File: src/rtl/rgbhsv_pkg.sv
// Shared types, constants and divider step functions for the RGB to HSV converter.
package rgbhsv_pkg;

	localparam int unsigned CH_W        = 8;
	localparam int unsigned HUE_W       = 16;
	localparam int unsigned SAT_W       = 16;
	localparam int unsigned HDIV_W      = 11;
	localparam int unsigned HREM_W      = 11;
	localparam int unsigned SDIV_W      = 8;
	localparam int unsigned SREM_W      = 8;
	localparam int unsigned STEPS_PER_S = 2;
	localparam int unsigned DIV_STAGES  = HUE_W / STEPS_PER_S;
	localparam int unsigned IN_TDATA_W  = 24;
	localparam int unsigned OUT_TDATA_W = 40;

	localparam logic [1:0] SEC_RED   = 2'd0;
	localparam logic [1:0] SEC_GREEN = 2'd1;
	localparam logic [1:0] SEC_BLUE  = 2'd2;

	typedef logic [CH_W-1:0]   chan_t;
	typedef logic [HREM_W-1:0] hrem_t;
	typedef logic [HDIV_W-1:0] hdiv_t;
	typedef logic [SREM_W-1:0] srem_t;
	typedef logic [SDIV_W-1:0] sdiv_t;

	// One restoring division step for hue; the dividend's shifted-in bit is always zero.
	function automatic logic [HREM_W:0] hue_step(input hrem_t rem, input hdiv_t dv);
		logic [HREM_W:0] t;
		t = {rem, 1'b0};
		if (t >= {1'b0, dv}) begin
			hue_step = {1'b1, HREM_W'(t - {1'b0, dv})};
		end else begin
			hue_step = {1'b0, t[HREM_W-1:0]};
		end
	endfunction

	// One restoring division step for saturation with the next dividend bit shifted in.
	function automatic logic [SREM_W:0] sat_step(input srem_t rem, input sdiv_t dv,
		input logic bit_in);
		logic [SREM_W:0] t;
		t = {rem, bit_in};
		if (t >= {1'b0, dv}) begin
			sat_step = {1'b1, SREM_W'(t - {1'b0, dv})};
		end else begin
			sat_step = {1'b0, t[SREM_W-1:0]};
		end
	endfunction

endpackage

File: src/rtl/rgb_to_hsv_converter.sv
// Pipelined RGB to HSV pixel converter with two shared-structure restoring dividers.
// Each accepted beat passes the input register, stage 0 and the divider stages.
// Throughput is one pixel per cycle; the whole pipeline stalls together on m_axis_tready.
// Two quotients of 16 bits are formed two bits per stage over eight stages.
// Reset clears all valid bits asynchronously; data registers are not reset.
module rgb_to_hsv_converter (
	input  logic                                 clk,
	input  logic                                 arst_n,
	input  logic                                 s_axis_tvalid,
	output logic                                 s_axis_tready,
	// Fields from bit 0: red[7:0], green[15:8], blue[23:16].
	input  logic [rgbhsv_pkg::IN_TDATA_W-1:0]    s_axis_tdata,
	output logic                                 m_axis_tvalid,
	input  logic                                 m_axis_tready,
	// Fields from bit 0: hue[15:0], saturation[31:16], value[39:32].
	output logic [rgbhsv_pkg::OUT_TDATA_W-1:0]   m_axis_tdata,
	// Fields from bit 0: hue_undefined[0].
	output logic [0:0]                           m_axis_tuser
);
	import rgbhsv_pkg::*;

	logic en;

	chan_t      red_in, green_in, blue_in;
	chan_t      hi_c, lo_c;
	logic [1:0] sec_c;

	logic       v_s1;
	chan_t      red_s1, green_s1, blue_s1, hi_s1, d_s1;
	logic [1:0] sec_s1;

	logic [11:0] n_c;
	logic [11:0] two_d, four_d, six_d;
	logic [23:0] sat_x;

	logic  v_s    [DIV_STAGES+1];
	hrem_t hrem_s [DIV_STAGES+1];
	hdiv_t hdiv_s [DIV_STAGES+1];
	logic [HUE_W-1:0] hq_s [DIV_STAGES+1];
	srem_t srem_s [DIV_STAGES+1];
	sdiv_t sdiv_s [DIV_STAGES+1];
	logic [SAT_W-1:0] sq_s [DIV_STAGES+1];
	logic [SAT_W-1:0] slow_s [DIV_STAGES+1];
	chan_t val_s  [DIV_STAGES+1];
	logic  und_s  [DIV_STAGES+1];

	assign en            = !v_s[DIV_STAGES] || m_axis_tready;
	assign s_axis_tready = en;

	assign red_in   = s_axis_tdata[7:0];
	assign green_in = s_axis_tdata[15:8];
	assign blue_in  = s_axis_tdata[23:16];

	always_comb begin
		hi_c = red_in;
		if (green_in > hi_c) hi_c = green_in;
		if (blue_in > hi_c) hi_c = blue_in;
		lo_c = red_in;
		if (green_in < lo_c) lo_c = green_in;
		if (blue_in < lo_c) lo_c = blue_in;
		if (blue_in == hi_c) begin
			sec_c = SEC_BLUE;
		end else if (green_in == hi_c) begin
			sec_c = SEC_GREEN;
		end else begin
			sec_c = SEC_RED;
		end
	end

	always_ff @(posedge clk or negedge arst_n) begin
		if (!arst_n) begin
			v_s1 <= 1'b0;
		end else if (en) begin
			v_s1 <= s_axis_tvalid;
		end
	end

	always_ff @(posedge clk) begin
		if (en) begin
			red_s1   <= red_in;
			green_s1 <= green_in;
			blue_s1  <= blue_in;
			hi_s1    <= hi_c;
			d_s1     <= hi_c - lo_c;
			sec_s1   <= sec_c;
		end
	end

	always_comb begin
		two_d  = {3'b0, d_s1, 1'b0};
		four_d = {2'b0, d_s1, 2'b0};
		six_d  = two_d + four_d;
		sat_x  = {d_s1, 16'b0} - {16'b0, d_s1};
		case (sec_s1)
			SEC_BLUE:  n_c = {4'b0, red_s1} + four_d - {4'b0, green_s1};
			SEC_GREEN: n_c = {4'b0, blue_s1} + two_d - {4'b0, red_s1};
			SEC_RED: begin
				if (green_s1 >= blue_s1) begin
					n_c = {4'b0, green_s1} - {4'b0, blue_s1};
				end else begin
					n_c = {4'b0, green_s1} + six_d - {4'b0, blue_s1};
				end
			end
			default:   n_c = 12'd0;
		endcase
	end

	always_ff @(posedge clk or negedge arst_n) begin
		if (!arst_n) begin
			v_s[0] <= 1'b0;
		end else if (en) begin
			v_s[0] <= v_s1;
		end
	end

	always_ff @(posedge clk) begin
		if (en) begin
			if (d_s1 == '0) begin
				hrem_s[0] <= '0;
				hdiv_s[0] <= HDIV_W'(1);
				sdiv_s[0] <= SDIV_W'(1);
			end else begin
				hrem_s[0] <= n_c[HREM_W-1:0];
				hdiv_s[0] <= six_d[HDIV_W-1:0];
				sdiv_s[0] <= hi_s1;
			end
			srem_s[0] <= sat_x[23:16];
			slow_s[0] <= sat_x[15:0];
			hq_s[0]   <= '0;
			sq_s[0]   <= '0;
			val_s[0]  <= hi_s1;
			und_s[0]  <= (hi_s1 == '0);
		end
	end

	for (genvar k = 0; k < DIV_STAGES; k++) begin : g_div
		hrem_t            h_n;
		srem_t            s_n;
		logic [HUE_W-1:0] hq_n;
		logic [SAT_W-1:0] sq_n;
		logic [SAT_W-1:0] sl_n;

		always_comb begin
			logic [HREM_W:0] hres;
			logic [SREM_W:0] sres;
			h_n  = hrem_s[k];
			s_n  = srem_s[k];
			hq_n = hq_s[k];
			sq_n = sq_s[k];
			sl_n = slow_s[k];
			for (int j = 0; j < STEPS_PER_S; j++) begin
				hres = hue_step(h_n, hdiv_s[k]);
				sres = sat_step(s_n, sdiv_s[k], sl_n[SAT_W-1]);
				h_n  = hres[HREM_W-1:0];
				s_n  = sres[SREM_W-1:0];
				hq_n = {hq_n[HUE_W-2:0], hres[HREM_W]};
				sq_n = {sq_n[SAT_W-2:0], sres[SREM_W]};
				sl_n = {sl_n[SAT_W-2:0], 1'b0};
			end
		end

		always_ff @(posedge clk or negedge arst_n) begin
			if (!arst_n) begin
				v_s[k+1] <= 1'b0;
			end else if (en) begin
				v_s[k+1] <= v_s[k];
			end
		end

		always_ff @(posedge clk) begin
			if (en) begin
				hrem_s[k+1] <= h_n;
				hdiv_s[k+1] <= hdiv_s[k];
				hq_s[k+1]   <= hq_n;
				srem_s[k+1] <= s_n;
				sdiv_s[k+1] <= sdiv_s[k];
				sq_s[k+1]   <= sq_n;
				slow_s[k+1] <= sl_n;
				val_s[k+1]  <= val_s[k];
				und_s[k+1]  <= und_s[k];
			end
		end
	end

	assign m_axis_tvalid   = v_s[DIV_STAGES];
	assign m_axis_tdata    = {val_s[DIV_STAGES], sq_s[DIV_STAGES], hq_s[DIV_STAGES]};
	assign m_axis_tuser[0] = und_s[DIV_STAGES];

endmodule

File: config.mk
export PLATFORM = sky130hd
export DESIGN_NAME = rgb_to_hsv_converter
export DESIGN_NICKNAME = d
export VERILOG_FILES = /design/src/rtl/rgbhsv_pkg.sv /design/src/rtl/rgb_to_hsv_converter.sv
export SDC_FILE = /design/constraint.sdc
export NUM_CORES = 2
export LEC_CHECK = 0
export ABC_CLOCK_PERIOD_IN_PS = 16200
export CAP_MARGIN = 25
export CORE_MARGIN = 1
export CORE_UTILIZATION = 59
export CTS_BUF_LIST = sky130_fd_sc_hd__clkbuf_4
export CTS_CLUSTER_SIZE = 28
export DETAILED_ROUTE_END_ITERATION = 7
export DONT_BUFFER_PORTS = 1
export PLACE_DENSITY = 0.75
export SLEW_MARGIN = 10
export SYNTH_ARGS = -nofsm -noshare
export SYNTH_HDL_FRONTEND = slang
export SYNTH_SLANG_ARGS = --single-unit
File: constraint.sdc
create_clock -name clk -period 16.2 [get_ports clk]
set_input_delay 0.81 -clock clk [delete_from_list [all_inputs] [get_ports clk]]
set_output_delay 0.81 -clock clk [all_outputs]
set_load 0.05 [all_outputs]
==> results.py <==
metrics = {
    "critical_path": {
        "reg2reg_from": "sdiv_s[0][1]",
        "r2r_end": "srem_s[0][10]",
        "arrival_ns": 7.31,
        "crit_required_ns": 16.91,
        "critPathKind": "reg2reg",
        "r2r_slack_ns": 9.60,
        "start_kind": "flip-flop",
        "r2r.worst_path.cells": 26,
        "crit_fanout": 9,
        "cp-end-kind": "flip-flop",
    },
    "timing": {
        "max_slew_margin_pct": 33.6,
        "tns_ns": 0,
        "rsz0062_at_grt": "false",
        "finalSetupViolations": 0,
        "hold_viol": 0,
        "clock-skew-final_ns": 0.0771,
        "period_minus_slack_ns": 6.60,
        "fin_crit_sh_pct": 40.7,
        "final_max_slew_viol_count": 0,
        "tightestPinTransition_ns": 0.992,
        "fmax_mhz": 152,
    },
    "place": {
        "portBuffers": 0,
        "dpl.cell_count": 4223,
        "gp_congestion": 0.880,
        "dp_hpwl_um": 57200,
    },
    "route": {
        "topRoutingLayerUsed": "met4",
        "drc": 0,
        "met2_length_um": 38500,
        "wl_met3_um": 3190,
        "wl_per_cell_um": 16.8,
        "wl_um": 76200,
        "drt_iter0_drc": 1341,
        "dr_total_vias": 25400,
        "ant_nets": 0,
        "via_per_inst": 5.61,
        "firstDrtPassIters": 5,
        "wl_met1_um": 32200,
    },
    "cts": {
        "cts_tree": "done",
        "root_buffer": "clkbuf_4",
        "htree_levels": 4,
        "clk_pin_slew_ns": 0.07,
        "clk-insertion-delay-late_ns": 1.00,
        "cts_made_buffers": 164,
        "clock-sinks": 651,
        "clock_path_buffers": 3,
    },
    "finish": {
        "drive_gt1_share_pct": 11.7,
        "layout_common_cells": "edfxtp_1, inv_1, ha_1",
        "multi_input_area_um2": 17500,
        "instances_no_fill": 4526,
        "regArea_um2": 19500,
        "finalNetCount": 4016,
        "area_growth_pct": 8.48,
        "nFillCells": 5064,
        "final_common_cell": "edfxtp_1",
    },
    "logic_synthesis": {
        "synth_edf_count": 641,
        "seq_area_frac_synth_pct": 50.3,
        "synth_cell_type_count": 82,
        "synth_area_um2": 38700,
        "synth_seq_cells": 651,
        "ys.flop_type": "edfxtp_1",
        "synthArstFlopShare_pct": 1.54,
        "syn-num-nets": 3854,
        "synth_area_per_cell_um2": 11.4,
        "synth_cells": 3400,
        "yosys_warnings": 0,
    },
    "flow_run": {
        "cap_violations": 0,
    },
    "floorplanning": {
        "die_area_um2": 66700,
        "initial_utilization_pct": 59.9,
        "io_pins": 71,
        "die_x_um": 258,
        "row_count": 93,
        "core-area_um2": 64700,
        "die_h_um": 258,
    },
    "grt": {
        "grt_pass1_vias": 26400,
        "grt_usage_pct": 23.3,
        "grt_overflow": 0,
        "antenna_found_initial": 2,
        "grt_first_pass_wirelength_um": 126000,
        "grt_start_max_net_pins": 198,
    },
    "hold_path": {
        "min_path_type": "in2reg",
        "hold_start": "s_axis_tdata[16]",
        "hold_path_end": "hi_s1[0]",
        "holdPathStages": 2,
    },
    "status": {
        "status": "finished, final reports clean",
    },
}
## worst max-delay path: stages, from the launching register on
cell      delay, ns
edfxtp_1       0.46
inv_1          0.17
ha_1           0.26
nor2b_1        0.13
o21ai_0        0.26
a21boi_0       0.18
o21ai_0        0.25
a21boi_0       0.16
o21ai_0        0.16
inv_1          0.07
o21ai_0        0.24
nor2b_1        0.65
mux2_2         0.45
inv_1          0.06
ha_1           0.24
nor2b_1        0.14
o21ai_0        0.18
a21boi_0       0.14
o21ai_0        0.17
nand2b_1       0.11
a21o_1         0.19
a21o_1         0.20
o21a_1         0.19
a311oi_2       0.60
clkinv_1       0.43
nor2_1         0.19
a21oi_1        0.05
## metrics by stage
step                util [%]  hold WS (ns)  worst slack, ns  cell area (um^2)
finish                  64.9         0.142             9.60             42000
global route            64.9        0.0809             9.12             42000
CTS                     64.9        0.0382             9.62             42000
detailed placement      61.4         0.405             9.23             39700
global placement        61.4         0.401             9.32             39700
floorplan                  -         0.400             2.19             38700
## how the worst max path moves through the flow
stage,end,from
2_1_floorplan,blue_s1[0],m_axis_tready
3_3_place_gp,d_s1[6],s_axis_tdata[3]
3_5_place_dp,d_s1[6],s_axis_tdata[3]
4_1_cts,hrem_s[0][19],hdiv_s[0][0]
5_1_grt,srem_s[0][20],sdiv_s[0][9]
6_report,srem_s[0][10],sdiv_s[0][1]
## logic make-up after synthesis
family | after synthesis | synth area share [%]
AOI/OAI and AO/OA | 711 | 11.3
xor gates and xnor gates | 206 | 4.66
adders and majority gates | 429 | 14.8
buffers and inverters | 457 | 4.51
DFF | 651 | 50.3
muxes | 157 | 4.52
and+or+nand+nor | 789 | 9.87
## cell usage after synthesis, types with 23 or more instances
| library cell | instances | area (um^2) |
|---|---|---|
| a21boi_0 | 38 | 285 |
| a21o_1 | 54 | 405 |
| a21oi_1 | 204 | 1020 |
| and3_1 | 28 | 175 |
| clkbuf_1 | 41 | 154 |
| edfxtp_1 | 641 | 19200 |
| fa_1 | 48 | 961 |
| ha_1 | 378 | 4730 |
| inv_1 | 409 | 1540 |
| mux2_2 | 133 | 1500 |
| mux2i_1 | 23 | 230 |
| nand2_1 | 203 | 762 |
| nand2b_1 | 67 | 419 |
| nand3_1 | 48 | 240 |
| nand4_1 | 47 | 294 |
| nor2_1 | 231 | 867 |
| nor2b_1 | 65 | 407 |
| nor3_1 | 35 | 175 |
| o21a_1 | 48 | 360 |
| o21ai_0 | 238 | 1190 |
| o21bai_1 | 27 | 203 |
| xnor2_1 | 155 | 1360 |
| xor2_1 | 51 | 447 |
## layer usage
layer  vias up  global-route usage (%)
met3       142                    4.48
met2       585                    41.1
met4         0                    10.1
li1      12600                       -
met5         -                       0
met1     12000                    27.8
## repair_timing
| action | CTS | global route |
|---|---|---|
| hold endpoints to repair | 35 | 0 |
| hold buffers | 26 | 0 |
| gates resized for setup | 0 | 0 |
| setup buffers | 0 | 0 |
## state kept, by name (all words and copies together) (netlist names)
signal / flops
blue_s1: 8
d_s1: 8
green_s1: 8
hdiv_s: 88
hi_s1: 8
hq_s: 72
hrem_s: 88
m_axis_tvalid: 1
red_s1: 8
sdiv_s: 64
sec_s1: 2
slow_s: 70
sq_s: 72
srem_s: 64
und_s: 9
v_s: 8
v_s1: 1
val_s: 72
## layout make-up
| cell class | instances | area share, % |
|---|---|---|
| clock buffers | 224 | 4.00 |
| diodes | 3 | 0.0179 |
| repair buffers | 41 | 0.965 |
| clock inverters | 48 | 0.744 |
| flip-flops and latches | 651 | 46.4 |
| multi-input cells | 2292 | 41.6 |
| well taps | 855 | 2.55 |
| inverters | 412 | 3.70 |
Power is not shown: default switching activity piles up to over one toggle a cycle in this logic, so the estimate is an artifact.
